==> src/design/rvc_instruction_expander_top_assert.svh <==
// ----------------------------------------------------------------------------
// Assertion macros for the compressed instruction expander
// Concurrent assertion wrappers, sampled on clk; compiled out with ASSERT_OFF.
// ----------------------------------------------------------------------------
`ifndef RVC_INSTRUCTION_EXPANDER_TOP_ASSERT_SVH
`define RVC_INSTRUCTION_EXPANDER_TOP_ASSERT_SVH

`ifndef ASSERT_OFF
// Checked outside reset only.
`define RVCX_ASSERT(lbl, prop, msg) \
  lbl: assert property (@(posedge clk) disable iff (rst) prop) else $error(msg);
// Checked at every edge, reset included.
`define RVCX_ASSERT_ALWAYS(lbl, prop, msg) \
  lbl: assert property (@(posedge clk) prop) else $error(msg);
`else
`define RVCX_ASSERT(lbl, prop, msg)
`define RVCX_ASSERT_ALWAYS(lbl, prop, msg)
`endif

`endif

==> src/design/rvcx_pkg.sv <==
// ----------------------------------------------------------------------------
// rvcx_pkg
// Opcodes, compressed instruction codes and encoding helpers for the expander.
// ----------------------------------------------------------------------------
package rvcx_pkg;

  // Base ISA major opcodes.
  localparam logic [6:0] OPC_LOAD     = 7'h03;
  localparam logic [6:0] OPC_LOAD_FP  = 7'h07;
  localparam logic [6:0] OPC_OP_IMM   = 7'h13;
  localparam logic [6:0] OPC_STORE    = 7'h23;
  localparam logic [6:0] OPC_STORE_FP = 7'h27;
  localparam logic [6:0] OPC_OP       = 7'h33;
  localparam logic [6:0] OPC_LUI      = 7'h37;
  localparam logic [6:0] OPC_BRANCH   = 7'h63;
  localparam logic [6:0] OPC_JALR     = 7'h67;
  localparam logic [6:0] OPC_JAL      = 7'h6F;

  localparam logic [31:0] EBREAK_WORD = 32'h0010_0073;

  // Base ISA funct3 values.
  localparam logic [2:0] F3_ADD  = 3'd0;
  localparam logic [2:0] F3_SLL  = 3'd1;
  localparam logic [2:0] F3_WORD = 3'd2;
  localparam logic [2:0] F3_DBL  = 3'd3;
  localparam logic [2:0] F3_XOR  = 3'd4;
  localparam logic [2:0] F3_SR   = 3'd5;
  localparam logic [2:0] F3_OR   = 3'd6;
  localparam logic [2:0] F3_AND  = 3'd7;
  localparam logic [2:0] F3_BEQ  = 3'd0;
  localparam logic [2:0] F3_BNE  = 3'd1;

  localparam logic [6:0] F7_BASE = 7'h00;
  localparam logic [6:0] F7_SUB  = 7'h20;
  // Upper immediate bits that turn SRLI into SRAI.
  localparam logic [5:0] SRAI_MARK = 6'b010000;

  // Architectural registers with a fixed role.
  localparam logic [4:0] REG_ZERO = 5'd0;
  localparam logic [4:0] REG_RA   = 5'd1;
  localparam logic [4:0] REG_SP   = 5'd2;

  // Compressed instruction keys: {funct3, quadrant}.
  localparam logic [4:0] C_ADDI4SPN = 5'b000_00;
  localparam logic [4:0] C_FLD      = 5'b001_00;
  localparam logic [4:0] C_LW       = 5'b010_00;
  localparam logic [4:0] C_FLW      = 5'b011_00;
  localparam logic [4:0] C_RSV_Q0   = 5'b100_00;
  localparam logic [4:0] C_FSD      = 5'b101_00;
  localparam logic [4:0] C_SW       = 5'b110_00;
  localparam logic [4:0] C_FSW      = 5'b111_00;
  localparam logic [4:0] C_ADDI     = 5'b000_01;
  localparam logic [4:0] C_JAL      = 5'b001_01;
  localparam logic [4:0] C_LI       = 5'b010_01;
  localparam logic [4:0] C_LUI      = 5'b011_01;
  localparam logic [4:0] C_MISC_ALU = 5'b100_01;
  localparam logic [4:0] C_J        = 5'b101_01;
  localparam logic [4:0] C_BEQZ     = 5'b110_01;
  localparam logic [4:0] C_BNEZ     = 5'b111_01;
  localparam logic [4:0] C_SLLI     = 5'b000_10;
  localparam logic [4:0] C_FLDSP    = 5'b001_10;
  localparam logic [4:0] C_LWSP     = 5'b010_10;
  localparam logic [4:0] C_FLWSP    = 5'b011_10;
  localparam logic [4:0] C_JR_MV    = 5'b100_10;
  localparam logic [4:0] C_FSDSP    = 5'b101_10;
  localparam logic [4:0] C_SWSP     = 5'b110_10;
  localparam logic [4:0] C_FSWSP    = 5'b111_10;

  // Sub-operations of the miscellaneous ALU group, bits 11:10.
  localparam logic [1:0] ALU_SRLI = 2'b00;
  localparam logic [1:0] ALU_SRAI = 2'b01;
  localparam logic [1:0] ALU_ANDI = 2'b10;
  localparam logic [1:0] ALU_REG  = 2'b11;

  // Register-register operations, bits 6:5.
  localparam logic [1:0] ARITH_SUB = 2'b00;
  localparam logic [1:0] ARITH_XOR = 2'b01;
  localparam logic [1:0] ARITH_OR  = 2'b10;
  localparam logic [1:0] ARITH_AND = 2'b11;

  function automatic logic [31:0] enc_i(input logic [6:0] op, input logic [4:0] rd,
                                        input logic [2:0] f3, input logic [4:0] rs1,
                                        input logic [11:0] imm);
    return {imm, rs1, f3, rd, op};
  endfunction

  function automatic logic [31:0] enc_r(input logic [4:0] rd, input logic [2:0] f3,
                                        input logic [4:0] rs1, input logic [4:0] rs2,
                                        input logic [6:0] f7);
    return {f7, rs2, rs1, f3, rd, OPC_OP};
  endfunction

  function automatic logic [31:0] enc_s(input logic [6:0] op, input logic [4:0] rs1,
                                        input logic [4:0] rs2, input logic [2:0] f3,
                                        input logic [11:0] imm);
    return {imm[11:5], rs2, rs1, f3, imm[4:0], op};
  endfunction

  function automatic logic [31:0] enc_b(input logic [2:0] f3, input logic [4:0] rs1,
                                        input logic [12:0] imm);
    return {imm[12], imm[10:5], REG_ZERO, rs1, f3, imm[4:1], imm[11], OPC_BRANCH};
  endfunction

  function automatic logic [31:0] enc_j(input logic [4:0] rd, input logic [20:0] imm);
    return {imm[20], imm[10:1], imm[11], imm[19:12], rd, OPC_JAL};
  endfunction

endpackage

==> src/design/rvcx_expand.sv <==
// ----------------------------------------------------------------------------
// rvcx_expand
// Combinational expansion of one 16-bit compressed instruction.
// ----------------------------------------------------------------------------
module rvcx_expand (
  input  logic [15:0] word,
  output logic [31:0] expanded,
  output logic        bad
);

  logic [4:0]  key;
  logic [4:0]  rd;
  logic [4:0]  rs2;
  logic [4:0]  rdp;
  logic [4:0]  rs1p;
  logic [11:0] imm6;
  logic [5:0]  sh6;
  logic [9:0]  u_4spn;
  logic [9:0]  u_16sp;
  logic [6:0]  uw;
  logic [7:0]  ud;
  logic [7:0]  lw;
  logic [8:0]  ld;
  logic [7:0]  sw;
  logic [8:0]  sd;
  logic [20:0] cj;
  logic [12:0] cb;
  logic [31:0] res;
  logic        ill;

  assign key  = {word[15:13], word[1:0]};
  assign rd   = word[11:7];
  assign rs2  = word[6:2];
  assign rdp  = {2'b01, word[4:2]};
  assign rs1p = {2'b01, word[9:7]};
  assign imm6 = {{7{word[12]}}, word[6:2]};
  assign sh6  = {word[12], word[6:2]};

  assign u_4spn = {word[10:7], word[12:11], word[5], word[6], 2'b00};
  assign u_16sp = {word[12], word[4:3], word[5], word[2], word[6], 4'b0000};
  assign uw     = {word[5], word[12:10], word[6], 2'b00};
  assign ud     = {word[6:5], word[12:10], 3'b000};
  assign lw     = {word[3:2], word[12], word[6:4], 2'b00};
  assign ld     = {word[4:2], word[12], word[6:5], 3'b000};
  assign sw     = {word[8:7], word[12:9], 2'b00};
  assign sd     = {word[9:7], word[12:10], 3'b000};
  assign cj     = {{9{word[12]}}, word[12], word[8], word[10:9], word[6], word[7],
                   word[2], word[11], word[5:3], 1'b0};
  assign cb     = {{4{word[12]}}, word[12], word[6:5], word[2], word[11:10],
                   word[4:3], 1'b0};

  always_comb begin
    res = '0;
    ill = 1'b0;
    unique case (key)
      rvcx_pkg::C_ADDI4SPN: begin
        if (u_4spn == '0) begin
          ill = 1'b1;
        end else begin
          res = rvcx_pkg::enc_i(rvcx_pkg::OPC_OP_IMM, rdp, rvcx_pkg::F3_ADD,
                                rvcx_pkg::REG_SP, {2'b00, u_4spn});
        end
      end
      rvcx_pkg::C_FLD: res = rvcx_pkg::enc_i(rvcx_pkg::OPC_LOAD_FP, rdp,
                                             rvcx_pkg::F3_DBL, rs1p, {4'b0, ud});
      rvcx_pkg::C_LW:  res = rvcx_pkg::enc_i(rvcx_pkg::OPC_LOAD, rdp,
                                             rvcx_pkg::F3_WORD, rs1p, {5'b0, uw});
      rvcx_pkg::C_FLW: res = rvcx_pkg::enc_i(rvcx_pkg::OPC_LOAD_FP, rdp,
                                             rvcx_pkg::F3_WORD, rs1p, {5'b0, uw});
      rvcx_pkg::C_RSV_Q0: ill = 1'b1;
      rvcx_pkg::C_FSD: res = rvcx_pkg::enc_s(rvcx_pkg::OPC_STORE_FP, rs1p, rdp,
                                             rvcx_pkg::F3_DBL, {4'b0, ud});
      rvcx_pkg::C_SW:  res = rvcx_pkg::enc_s(rvcx_pkg::OPC_STORE, rs1p, rdp,
                                             rvcx_pkg::F3_WORD, {5'b0, uw});
      rvcx_pkg::C_FSW: res = rvcx_pkg::enc_s(rvcx_pkg::OPC_STORE_FP, rs1p, rdp,
                                             rvcx_pkg::F3_WORD, {5'b0, uw});
      rvcx_pkg::C_ADDI: res = rvcx_pkg::enc_i(rvcx_pkg::OPC_OP_IMM, rd,
                                              rvcx_pkg::F3_ADD, rd, imm6);
      rvcx_pkg::C_JAL:  res = rvcx_pkg::enc_j(rvcx_pkg::REG_RA, cj);
      rvcx_pkg::C_LI:   res = rvcx_pkg::enc_i(rvcx_pkg::OPC_OP_IMM, rd,
                                              rvcx_pkg::F3_ADD, rvcx_pkg::REG_ZERO, imm6);
      rvcx_pkg::C_LUI: begin
        if (rd == rvcx_pkg::REG_SP) begin
          // ADDI16SP shares this slot.
          if (u_16sp == '0) begin
            ill = 1'b1;
          end else begin
            res = rvcx_pkg::enc_i(rvcx_pkg::OPC_OP_IMM, rvcx_pkg::REG_SP,
                                  rvcx_pkg::F3_ADD, rvcx_pkg::REG_SP,
                                  {{2{u_16sp[9]}}, u_16sp});
          end
        end else if (sh6 == '0) begin
          ill = 1'b1;
        end else begin
          res = {{15{word[12]}}, word[6:2], rd, rvcx_pkg::OPC_LUI};
        end
      end
      rvcx_pkg::C_MISC_ALU: begin
        unique case (word[11:10])
          rvcx_pkg::ALU_SRLI: begin
            if (sh6[5]) begin
              ill = 1'b1;
            end else begin
              res = rvcx_pkg::enc_i(rvcx_pkg::OPC_OP_IMM, rs1p, rvcx_pkg::F3_SR,
                                    rs1p, {6'b0, sh6});
            end
          end
          rvcx_pkg::ALU_SRAI: begin
            if (sh6[5]) begin
              ill = 1'b1;
            end else begin
              res = rvcx_pkg::enc_i(rvcx_pkg::OPC_OP_IMM, rs1p, rvcx_pkg::F3_SR,
                                    rs1p, {rvcx_pkg::SRAI_MARK, sh6});
            end
          end
          rvcx_pkg::ALU_ANDI: res = rvcx_pkg::enc_i(rvcx_pkg::OPC_OP_IMM, rs1p,
                                                    rvcx_pkg::F3_AND, rs1p, imm6);
          default: begin
            // Register forms; bit 12 set selects the RV64 word forms.
            if (word[12]) begin
              ill = 1'b1;
            end else begin
              unique case (word[6:5])
                rvcx_pkg::ARITH_SUB: res = rvcx_pkg::enc_r(rs1p, rvcx_pkg::F3_ADD, rs1p,
                                                           rdp, rvcx_pkg::F7_SUB);
                rvcx_pkg::ARITH_XOR: res = rvcx_pkg::enc_r(rs1p, rvcx_pkg::F3_XOR, rs1p,
                                                           rdp, rvcx_pkg::F7_BASE);
                rvcx_pkg::ARITH_OR:  res = rvcx_pkg::enc_r(rs1p, rvcx_pkg::F3_OR, rs1p,
                                                           rdp, rvcx_pkg::F7_BASE);
                default:             res = rvcx_pkg::enc_r(rs1p, rvcx_pkg::F3_AND, rs1p,
                                                           rdp, rvcx_pkg::F7_BASE);
              endcase
            end
          end
        endcase
      end
      rvcx_pkg::C_J:    res = rvcx_pkg::enc_j(rvcx_pkg::REG_ZERO, cj);
      rvcx_pkg::C_BEQZ: res = rvcx_pkg::enc_b(rvcx_pkg::F3_BEQ, rs1p, cb);
      rvcx_pkg::C_BNEZ: res = rvcx_pkg::enc_b(rvcx_pkg::F3_BNE, rs1p, cb);
      rvcx_pkg::C_SLLI: begin
        if (sh6[5]) begin
          ill = 1'b1;
        end else begin
          res = rvcx_pkg::enc_i(rvcx_pkg::OPC_OP_IMM, rd, rvcx_pkg::F3_SLL, rd,
                                {6'b0, sh6});
        end
      end
      rvcx_pkg::C_FLDSP: res = rvcx_pkg::enc_i(rvcx_pkg::OPC_LOAD_FP, rd, rvcx_pkg::F3_DBL,
                                               rvcx_pkg::REG_SP, {3'b0, ld});
      rvcx_pkg::C_LWSP: begin
        if (rd == rvcx_pkg::REG_ZERO) begin
          ill = 1'b1;
        end else begin
          res = rvcx_pkg::enc_i(rvcx_pkg::OPC_LOAD, rd, rvcx_pkg::F3_WORD,
                                rvcx_pkg::REG_SP, {4'b0, lw});
        end
      end
      rvcx_pkg::C_FLWSP: res = rvcx_pkg::enc_i(rvcx_pkg::OPC_LOAD_FP, rd, rvcx_pkg::F3_WORD,
                                               rvcx_pkg::REG_SP, {4'b0, lw});
      rvcx_pkg::C_JR_MV: begin
        if (!word[12]) begin
          if (rs2 != rvcx_pkg::REG_ZERO) begin
            res = rvcx_pkg::enc_r(rd, rvcx_pkg::F3_ADD, rvcx_pkg::REG_ZERO, rs2,
                                  rvcx_pkg::F7_BASE);
          end else if (rd == rvcx_pkg::REG_ZERO) begin
            ill = 1'b1;
          end else begin
            res = rvcx_pkg::enc_i(rvcx_pkg::OPC_JALR, rvcx_pkg::REG_ZERO,
                                  rvcx_pkg::F3_ADD, rd, 12'h000);
          end
        end else if (rs2 != rvcx_pkg::REG_ZERO) begin
          res = rvcx_pkg::enc_r(rd, rvcx_pkg::F3_ADD, rd, rs2, rvcx_pkg::F7_BASE);
        end else if (rd == rvcx_pkg::REG_ZERO) begin
          res = rvcx_pkg::EBREAK_WORD;
        end else begin
          res = rvcx_pkg::enc_i(rvcx_pkg::OPC_JALR, rvcx_pkg::REG_RA,
                                rvcx_pkg::F3_ADD, rd, 12'h000);
        end
      end
      rvcx_pkg::C_FSDSP: res = rvcx_pkg::enc_s(rvcx_pkg::OPC_STORE_FP, rvcx_pkg::REG_SP, rs2,
                                               rvcx_pkg::F3_DBL, {3'b0, sd});
      rvcx_pkg::C_SWSP:  res = rvcx_pkg::enc_s(rvcx_pkg::OPC_STORE, rvcx_pkg::REG_SP, rs2,
                                               rvcx_pkg::F3_WORD, {4'b0, sw});
      rvcx_pkg::C_FSWSP: res = rvcx_pkg::enc_s(rvcx_pkg::OPC_STORE_FP, rvcx_pkg::REG_SP, rs2,
                                               rvcx_pkg::F3_WORD, {4'b0, sw});
      // Quadrant 3 is not a compressed instruction.
      default: ill = 1'b1;
    endcase
  end

  assign expanded = ill ? 32'h0 : res;
  assign bad      = ill;

endmodule

==> src/design/rvc_instruction_expander_top.sv <==
// ----------------------------------------------------------------------------
// rvc_instruction_expander_top
// RV32C compressed instruction expander with registered input and result.
// ----------------------------------------------------------------------------
//
//  Channel  | Handshake      | Payload
//  ---------+----------------+----------------------------------------
//  input    | start / busy   | compressed_word[15:0]
//  result   | done (strobe)  | expanded_word[31:0], illegal
//
// Every input transfer yields exactly one result transfer: the instruction is
// captured in an input register, expanded by a single layer of decode and
// field-muxing logic, and captured in the result register.
// busy is held low permanently, so a new instruction may be transferred in
// every cycle and the throughput is one instruction per clock.
// The receiver cannot stall the result; done is high for exactly one cycle
// per result. Synchronous reset (rst) clears both valid flags; payload
// registers are not reset.
// ----------------------------------------------------------------------------
`include "rvc_instruction_expander_top_assert.svh"

module rvc_instruction_expander_top (
  input  logic        clk,
  input  logic        rst,
  input  logic        start,
  output logic        busy,
  input  logic [15:0] compressed_word,
  output logic        done,
  output logic [31:0] expanded_word,
  output logic        illegal
);

  // Input stage: the captured instruction and its valid flag.
  logic [15:0] word_q;
  logic        word_valid;

  // Combinational expansion of the registered instruction.
  logic [31:0] exp_word;
  logic        exp_bad;

  // The expander has no state and is purely combinational, so the block never
  // refuses a transfer.
  assign busy = 1'b0;

  always_ff @(posedge clk) begin
    if (rst) begin
      word_valid <= 1'b0;
    end else begin
      word_valid <= start && !busy;
    end
  end

  always_ff @(posedge clk) begin
    if (start && !busy) begin
      word_q <= compressed_word;
    end
  end

  rvcx_expand u_expand (
    .word     (word_q),
    .expanded (exp_word),
    .bad      (exp_bad)
  );

  // Result stage: the strobe is reset, the payload simply follows the input
  // stage whenever it holds a valid instruction.
  always_ff @(posedge clk) begin
    if (rst) begin
      done <= 1'b0;
    end else begin
      done <= word_valid;
    end
  end

  always_ff @(posedge clk) begin
    if (word_valid) begin
      expanded_word <= exp_word;
      illegal       <= exp_bad;
    end
  end

  // Every accepted instruction reaches the input stage on the next edge.
  `RVCX_ASSERT(a_accept_to_stage, start && !busy |=> word_valid, "accepted word was lost")
  // The input stage always produces a result strobe on the following edge.
  `RVCX_ASSERT(a_stage_to_done, word_valid |=> done, "expanded word was not delivered")
  // An illegal result carries an all-zero word.
  `RVCX_ASSERT(a_illegal_zero, done && illegal |-> expanded_word == 32'h0,
               "illegal result with a non-zero word")
  // A legal result is always a 32-bit encoding.
  `RVCX_ASSERT(a_legal_32bit, done && !illegal |-> expanded_word[1:0] == 2'b11,
               "legal result is not a 32-bit instruction")
  // Reset empties both stages.
  `RVCX_ASSERT_ALWAYS(a_reset_empty, rst |=> !done && !word_valid,
                      "pipeline not empty after reset")

endmodule

==> config.mk <==
export PLATFORM = sky130hd
export DESIGN_NAME = rvc_instruction_expander_top
export DESIGN_NICKNAME = d
export VERILOG_FILES = /design/src/design/rvcx_pkg.sv /design/src/design/rvcx_expand.sv /design/src/design/rvc_instruction_expander_top.sv
export VERILOG_INCLUDE_DIRS = /design/src /design/src/design
export SDC_FILE = /design/constraint.sdc
export NUM_CORES = 1
export LEC_CHECK = 0
export BUFFER_PORTS_ARGS = -buffer_cell sky130_fd_sc_hd__buf_2
export CAP_MARGIN = 20
export CORE_UTILIZATION = 29
export CTS_CLUSTER_DIAMETER = 100
export DETAILED_ROUTE_END_ITERATION = 16
export PLACE_DENSITY = 0.56
export SLEW_MARGIN = 20
export SYNTH_ARGS = -nofsm -noshare
export SYNTH_HDL_FRONTEND = slang
export SYNTH_SLANG_ARGS = --single-unit
export TNS_END_PERCENT = 1
==> constraint.sdc <==
create_clock -name clk -period 3.4 [get_ports clk]
set_clock_uncertainty 0.05 [all_clocks]
set_input_delay 0.17 -clock clk [delete_from_list [all_inputs] [get_ports clk]]
set_output_delay 0.17 -clock clk [all_outputs]
set_load 0.03 [all_outputs]
==> results.md, run 1 <==
* Vias at approximately 2900
* Skew-Pair Late Insertion Delay at 0.31 ns
* RD Place Congestion at 1.02
* Comb power frac at 0.225
* Routed vias/inst at approximately 5.7
* Initial antenna violation count at 0
* Pin count of the biggest net entering global routing at 31
* Fin nets at ~400
* Post-CTS sizing at 0
* Delay-heaviest family, CP: simple AND/OR/NAND/NOR gates
* Post-Route WL at roughly 9500 um
* Initial core utilization at 0.301
* Layout area overhead at 24.2%
* IO buf count at 52
* Synthesized net count at 330
* Gr usage total at 0.192
* Core area at around 0.0098 mm^2
* DR iter-0 viols at approximately 400
* Mapped Avg Cell Area at between 9 and 10 um^2
* Synth unique cells at 60
* Clk sink count at 50
* Period minus WS final at roughly 2.7 ns
* # IOs at 54
* CP Cell Sequence: or3_4 -> or3_1 -> a21o_1 -> or4_4 -> a221o_1
* Max-slew headroom at 0.460
* Final period utilization at 0.794
* Slew @ Worst Pin at approximately 0.8 ns
* Fmax at 371 MHz
* Worst EP required at between 3 and 4 ns
* Pwr/cell area at approximately 450 mW/mm^2
* Final hold violations at 0
* Flop pwr share at 0.475
* Slowest CP cell: edfxtp_1
* Worst Path Buf+Inv at 0
* Tot Pwr at approximately 1.7 mW
* Clock root cell: clkbuf_8
* Lkg Pwr at roughly 1.4 nW
* Die width at just over 100 um
* Ys Warns at 0
* First-pass GRT wire length at ~15000 um
* Max Root-Sink Buffers at 2
* CP Launch Type: flip-flop
* Ys flop type: edfxtp_1
* Hold_ws at 0.246 ns
* Hpwl dp at around 7000 um
* WL/cell at 18.9 um
* Seq cells post-synth at 50
* Die height at between 100 and 150 um
* Max_cap viols at 0
* Grt ovf at 0
* Critical path class: reg2reg
* Setup TNS at 0 ns
* Post-synthesis sequential area ratio at 0.501
* Htree depth at 2
* CP peak stage delay at 0.52 ns
* Area leader, netlist: edfxtp_1
* CTS tree: built
* Worst Hold Class: in2reg
* EDFF count, synth at 48
* Final Cell Area at ~0.0037 mm^2
* Async S/R FF share, synth at 0
* NetSw at around 500 uW
* Number of diodes at 0
* Worst setup EP type: flip-flop
* Worst endpoint data arrival time at between 2 and 3 ns
* Synth top area cells: edfxtp_1 49%, o21ai_0 4.9%, nand2_1 3.9%
* Run status: finished, final reports clean
* Worst-path fanout max at 6
* TritonCTS buffer count at 5
* Sw frac at 0.300
* Placed inst area at 0.00337 mm^2
* Mapped cell area at between 0.002 and 0.003 mm^2
* Clock share of power at 0.299
* Clock slew at reported path FFs at 0.09 ns
* VDD IR max at ~0.18 mV
* Setup violators final at 0
* P_int at approximately 1.2 mW
* Yosys top cell area share at 0.488
* DRT antenna net count at 0
* Unrepaired setup endpoints after global routing: false
* Die area at between 0.01 and 0.015 mm^2
* Syn Inst Count at roughly 310
* Pre-Repair DR Iteration Count at 5
* Vias in the first global route at approximately 2700
* Share of cells above drive strength 1 at 0.217
* Final core utilization at 0.374
* Standard-cell rows at 36
* Fin. max-slew vios at 0
* DRC violation count after routing at 0
## metrics by stage
stage	std cells	worst slack [ns]
after CTS	506	0.719
after global routing	506	0.582
after floorplan	311	0.867
after global placement	481	0.746
after detailed placement	481	0.732
final	506	0.702
## area by class of cell
type,count,area [um^2]
fill,1011,6150
sequential,50,1480
multi-input combinational,225,1330
timing repair buffer,83,536
tap,133,166
clock buffer,5,68.8
clock inverter,3,63.8
inverter,7,26.3
## routing by layer
layer,wire length [um],GRT usage
met1,4040,0.261
met2,4240,0.293
met3,881,0.0353
met4,378,0.0953
met5,0,0
## final timing paths
path | startpoint | depth (start not counted) | to | slack, ns
worst max-delay path | word_q[2] | 5 | expanded_word[10] | 0.70
worst min-delay path | start | 1 | word_q[9] | 0.25
worst max register to register | word_q[2] | 5 | expanded_word[10] | 0.70
worst min register to register | word_valid | 1 | done | 0.48
## cell usage after synthesis, types with 4 or more instances
| library cell | count |
|---|---|
| edfxtp_1 | 48 |
| nand2_1 | 31 |
| o21ai_0 | 29 |
| clkbuf_1 | 22 |
| nor2_1 | 20 |
| nand3_1 | 17 |
| a21oi_1 | 16 |
| nor3_1 | 11 |
| nand2b_1 | 9 |
| nor2b_1 | 9 |
| inv_1 | 7 |
| or3_1 | 5 |
| a21o_1 | 4 |
| a311o_1 | 4 |
| a31oi_1 | 4 |
| and2_1 | 4 |
## timing repair
action	in CTS	in global routing
endpoints found under the hold margin	18	0
hold buffers	17	0
setup buffers	0	0
## power by group through the flow
stage	clock [mW]	combinational (mW)	sequential, mW
floorplan	0	0.184	0.847
global placement	0	0.359	0.801
detailed placement	0	0.354	0.803
CTS	0.506	0.370	0.789
global route	0.527	0.404	0.797
finish	0.498	0.375	0.790
## sequential cells by signal, indices dropped and copies added (netlist names)
signal         cells
word_q            16
illegal            1
done               1
expanded_word     31
word_valid         1
## logic make-up after synthesis
family                 synth area share
DFF                               0.501
AOI/OAI and AO/OA                 0.219
and+or+nand+nor                   0.222
other                           0.00127
muxes                           0.00720
buffers and inverters            0.0491
## cell usage in the layout (no fill, tap or decap), types with 2 or more instances in the layout
cell and instances:
a311oi_1 2, nand3_1 17, nor3_1 11, a31oi_1 4
o21a_1 2, nor2_1 20, or3b_2 2, nand4b_1 2
nor2b_1 9, clkbuf_8 5, a21o_1 4, a311o_1 4
or2_1 2, o21ai_0 29, a221o_1 3, o311ai_0 3
edfxtp_1 48, o21bai_1 2, or2_2 3, a21oi_1 16
buf_2 52, dlygate4sd3_1 17, bufinv_16 2, nor4_1 2
a211oi_1 2, buf_4 14, o22ai_1 3, o31ai_1 3
nand2_1 31, and2_1 4, dfxtp_1 2, or3_1 5
nand4_1 3, nand2b_1 9, inv_1 7, a32oi_1 3
(Power assumes the default switching activity.)
==> run 2: changes to the inputs <==
--- a/config.mk
+++ b/config.mk
@@ -11,7 +11,7 @@
 export CORE_UTILIZATION = 29
 export CTS_CLUSTER_DIAMETER = 100
 export DETAILED_ROUTE_END_ITERATION = 16
-export PLACE_DENSITY = 0.56
+export PLACE_DENSITY = 0.58
 export SLEW_MARGIN = 20
 export SYNTH_ARGS = -nofsm -noshare
 export SYNTH_HDL_FRONTEND = slang
==> constraint.sdc (replaced) <==
create_clock -name clk -period 2.4 [get_ports clk]
set_clock_uncertainty 0.05 [all_clocks]
set_input_delay 0.12 -clock clk [delete_from_list [all_inputs] [get_ports clk]]
set_output_delay 0.12 -clock clk [all_outputs]
set_load 0.03 [all_outputs]
==> results.md, run 2 (synthesis results as in run 1) <==
* Fin. max-slew vios at 0
* Die width at slightly above 100 um
* Gr usage total at 0.200
* Period minus WS final at around 2.4 ns
* # IOs at between 50 and 60
* Max Root-Sink Buffers at 2
* Worst endpoint data arrival time at between 2 and 2.5 ns
* Critical path class: reg2reg
* Layout area overhead at 34.1%
* Initial core utilization at 0.301
* Placed inst area at between 0.003 and 0.004 mm^2
* Final hold violations at 0
* Hold_ws at between 0.15 and 0.2 ns
* Max-slew headroom at 0.629
* Share of cells above drive strength 1 at 0.305
* Setup violators final at 0
* Final period utilization at 0.988
* Vias at 2972
* Number of diodes at 0
* Max FFs per register at 31
* Worst EP required at 2.41 ns
* Worst setup EP type: flip-flop
* Clk sink count at 50
* Die area at between 0.01 and 0.015 mm^2
* CTS tree: built
* Lkg Pwr at ~1.6 nW
* Largest regs: expanded_word x31, word_q x16
* Most common cell after layout, fill and taps aside: buf_4
* Commonest non-fill, non-tap cells in the layout: 58 x buf_4, 52 x buf_2, 48 x edfxtp_1
* First-pass GRT wire length at approximately 15000 um
* Grt ovf at 0
* Post-Route WL at between 10000 and 15000 um
* Routed vias/inst at 5.40
* Initial antenna violation count at 0
* Standard-cell rows at 36
* WL/cell at 18.4 um
* DR iter-0 viols at a little under 300
* Fill cells at around 1000
* IO buf count at 52
* Pre-Repair DR Iteration Count at 5
* Worst Hold Class: in2reg
* VDD IR max at ~0.3 mV
* Core area at ~0.0098 mm^2
* Clock root cell: clkbuf_8
* RD Place Congestion at about 0.96
* Slew @ Worst Pin at between 0.5 and 0.6 ns
* Clock slew at reported path FFs at ~0.09 ns
* DRT antenna net count at 0
* Fin nets at 435
* Run status: finished, final reports clean
* Biggest register: expanded_word
* Vias in the first global route at ~2800
* Pwr/cell area at ~550 mW/mm^2
* Unrepaired setup endpoints after global routing: true
* Worst-path fanout max at 3
* Pin count of the biggest net entering global routing at 33
* DRC violation count after routing at 0
* Die height at roughly 100 um
* Final Cell Area at approximately 0.0040 mm^2
* TritonCTS buffer count at 5
* Max_cap viols at 0
* Hpwl dp at around 7600 um
* Htree depth at 2
* Fmax at approximately 420 MHz
* CP Launch Type: flip-flop
* Skew-Pair Late Insertion Delay at 0.30 ns
[run 2: cell type report]
cell class	instances	area (um^2)	share of cell area
sequential	50	1480	0.374
multi-input combinational	225	1340	0.338
clock inverter	2	10.0	0.00253
tap	133	166	0.0420
clock buffer	6	72.6	0.0183
timing repair buffer	127	866	0.219
inverter	7	26.3	0.00664
[run 2: where the power goes]
group | internal (mW) | switching (mW)
sequential | 1.05 | 0.0370
combinational | 0.242 | 0.393
clock | 0.203 | 0.272
[run 2: path summary, 6_finish.rpt]
kind              start                end  slack (ns)  depth (start not counted)
min               start         word_q[11]        0.19                          1
max           word_q[4]  expanded_word[10]        0.03                          5
min reg2reg  word_valid               done        0.43                          1
max reg2reg   word_q[4]  expanded_word[10]        0.03                          5
[run 2: routing by layer]
metal / wire length [um] / GRT usage / part of all wire
met4: 323 / 0.0878 / 0.032
met5: 0 / 0 / 0
met2: 4700 / 0.323 / 0.46
met1: 4300 / 0.266 / 0.43
met3: 783 / 0.0278 / 0.078
[run 2: critical path, stage by stage, from the launching register on]
cell and delay [ns]:
edfxtp_1 0.40, or3_4 0.41, or3_4 0.34, a21o_1 0.17
or4_4 0.43, a221o_1 0.33
[run 2: what timing repair did]
action,4_1_cts,5_1_grt
pin swaps,5,4
setup buffers,2,1
endpoints found under the setup margin,1,2
resized for setup,2,1
hold buffers,17,0
endpoints found under the hold margin,18,0
[run 2: stage by stage]
stage	setup WS, ns	utilization	power [mW]	cells	TNS (ns)
final	0.0296	0.403	2.19	550	0
after global placement	0.0126	0.374	1.70	522	0
after global routing	-0.0212	0.403	2.30	550	-0.0212
after floorplan	-0.116	-	1.46	311	-0.116
after detailed placement	-0.0218	0.374	1.70	522	-0.0218
after CTS	0.00443	0.403	2.21	549	0
==> run 3: changes to the inputs <==
--- a/config.mk
+++ b/config.mk
@@ -15,5 +15,6 @@
 export SLEW_MARGIN = 20
 export SYNTH_ARGS = -nofsm -noshare
 export SYNTH_HDL_FRONTEND = slang
+export SYNTH_HIERARCHICAL = 1
 export SYNTH_SLANG_ARGS = --single-unit
 export TNS_END_PERCENT = 1
==> results.md, run 3 <==
* Run status: finished, final reports clean
* WL/cell at 20.5 um
* Htree depth at 2
* Initial core utilization at 0.297
* Post-CTS Setup Repair Bufs at 0
* Ys Warns at 6
* CTS tree: built
* List of most frequent post-synthesis cells: 49 x edfxtp_1, 31 x nor2_1, 30 x o21ai_0, 25 x nand2_1, 23 x a21oi_1
* Pre-Repair DR Iteration Count at 5
* Biggest register: expanded_word
* # IOs at 54
* DRC violation count after routing at 0
* Worst-path fanout max at 15
* Fmax at 442 MHz
* Setup violators final at 0
* Seq cells post-synth at around 50
* Hold_ws at 0.193 ns
* Setup TNS at 0 ns
* Routed vias/inst at 5.59
* Initial antenna violation count at 0
* Syn Inst Count at 320
* Hold-fix buffers, CTS at 17
* Fin nets at approximately 460
* Post-CTS sizing at 0
* Skew-Pair Late Insertion Delay at between 0.3 and 0.4 ns
* Worst Hold Class: in2reg
* Mapped Avg Cell Area at between 9 and 10 um^2
* Die area at between 0.01 and 0.015 mm^2
* Pin count of the biggest net entering global routing at 33
* TritonCTS buffer count at 5
* Max-slew headroom at 0.662
* Main combinational cell family by area after synthesis: simple AND/OR/NAND/NOR gates
* Count leader, synth: edfxtp_1
* Period minus WS final at between 2 and 2.5 ns
* Standard-cell rows at 37
* Worst setup EP type: flip-flop
* Final period utilization at 0.943
* Clock root cell: clkbuf_8
* Mapped cell area at 0.00304 mm^2
* Number of diodes at 0
* Die width at ~100 um
* Post-synthesis adder-cell area fraction at 0
* Largest regs: expanded_word x32, word_q x16
* Clock slew at reported path FFs at roughly 0.10 ns
* Slew @ Worst Pin at ~0.5 ns
* Worst endpoint data arrival time at around 2.3 ns
* Gr usage total at 0.222
* Synth unique cells at between 60 and 70
* Most common cell after layout, fill and taps aside: buf_4
* Synthesized net count at 339
* Post-Route WL at between 10000 and 15000 um
* Critical path class: reg2reg
* Vias in the first global route at slightly above 3000
* Share of cells above drive strength 1 at 0.315
* EDFF count, synth at between 40 and 50
* Worst EP required at 2.41 ns
* Fin. max-slew vios at 0
* Unrepaired setup endpoints after global routing: false
* Core area at between 0.01 and 0.015 mm^2
* Area leader, netlist: edfxtp_1
* Post-synthesis sequential area ratio at 0.497
* DR iter-0 viols at roughly 330
* Max Root-Sink Buffers at 2
* CP Launch Type: flip-flop
* Hpwl dp at 8980 um
* Lkg Pwr at 1.64 nW
* Vias at about 3200
* Max_cap viols at 0
* Post-synthesis mux area share at 0.00370
* Post-synthesis compound-gate area fraction at 0.225
* Pwr/cell area at about 560 mW/mm^2
* Grt ovf at 0
* First-pass GRT wire length at 18000 um
* RD Place Congestion at around 1
* Final hold violations at 0
* Commonest non-fill, non-tap cells in the layout: 65 x buf_4, 52 x buf_2, 49 x edfxtp_1
* Layout area overhead at 37.0%
* DRT antenna net count at 0
* IO buf count at 52
* Synth Area in Simple Gates at 0.234
* Die height at approximately 100 um
* Yosys top cell area share at 0.484
* Max FFs per register at 32
* Clk sink count at 51
* Async S/R FF share, synth at 0
* Synth top area cells: edfxtp_1 48%, o21ai_0 4.9%, nor2_1 3.8%
* VDD IR max at around 0.24 mV
* Ys flop type: edfxtp_1
* Xor and xnor fraction of the mapped netlist area at 0
-- run 3: cell count changes after synthesis, sizes merged, moves of 5 or more --
cell,before,now
o21ai,30,35
nor3,11,6
a21oi,16,24
nor2,20,32
nand2,31,25
-- run 3: worst max-delay path, cell delays in order (launching register included) --
cell      delay [ns]
edfxtp_1        0.37
buf_4           0.20
buf_4           0.18
o21ai_0         0.18
a211oi_1        0.10
a21oi_1         0.31
a21oi_1         0.15
or4_1           0.47
-- run 3: area by class of cell --
type,count,area [um^2]
fill,1042,6060
sequential,51,1510
multi-input combinational,241,1410
timing repair buffer,136,958
tap,136,170
clock buffer,6,82.6
inverter,5,18.8
clock inverter,2,16.3
-- run 3: stage by stage --
| stage | instance area [um^2] | worst slack, ns | total power [mW] | cells | util |
|---|---|---|---|---|---|
| 2_1_floorplan | 3040 | 0.225 | 1.49 | 320 | - |
| 3_3_place_gp | 3900 | 0.130 | 1.80 | 552 | 0.381 |
| 3_5_place_dp | 3900 | 0.184 | 1.79 | 552 | 0.381 |
| 4_1_cts | 4170 | 0.160 | 2.36 | 577 | 0.407 |
| 5_1_grt | 4170 | 0.0761 | 2.44 | 577 | 0.407 |
| 6_report | 4170 | 0.136 | 2.34 | 577 | 0.407 |
-- run 3: layer usage --
metal  part of all wire  wire length (um)  GRT usage  vias to the layer above
met5                  0                 0          0                        -
met4              0.062               729      0.138                        0
met3              0.060               709     0.0388                       45
met2               0.44              5150      0.337                      189
met1               0.44              5210      0.292                     1526
li1                   -                 -          -                     1464
-- run 3: power by group --
| group | total [mW] | switching (mW) | internal (mW) |
|---|---|---|---|
| Combinational | 0.703 | 0.441 | 0.262 |
| Clock | 0.536 | 0.300 | 0.236 |
| Sequential | 1.10 | 0.0327 | 1.07 |
-- run 3: cells by family (layout without fill, tap and decap cells) --
family,Yosys count,in the layout
buf+inv,28,149
simple gates,132,132
flops,51,51
mux,1,1
compound gates,107,107
other cells,1,1
-- run 3: worst paths after layout --
path                                 start                end  slack [ns]  cells past startpoint
worst max register to register  word_q[14]  expanded_word[16]        0.14                      7
worst max-delay path            word_q[14]  expanded_word[16]        0.14                      7
worst min register to register  word_valid  expanded_word[17]        0.44                      0
worst min-delay path                 start         word_q[15]        0.19                      1
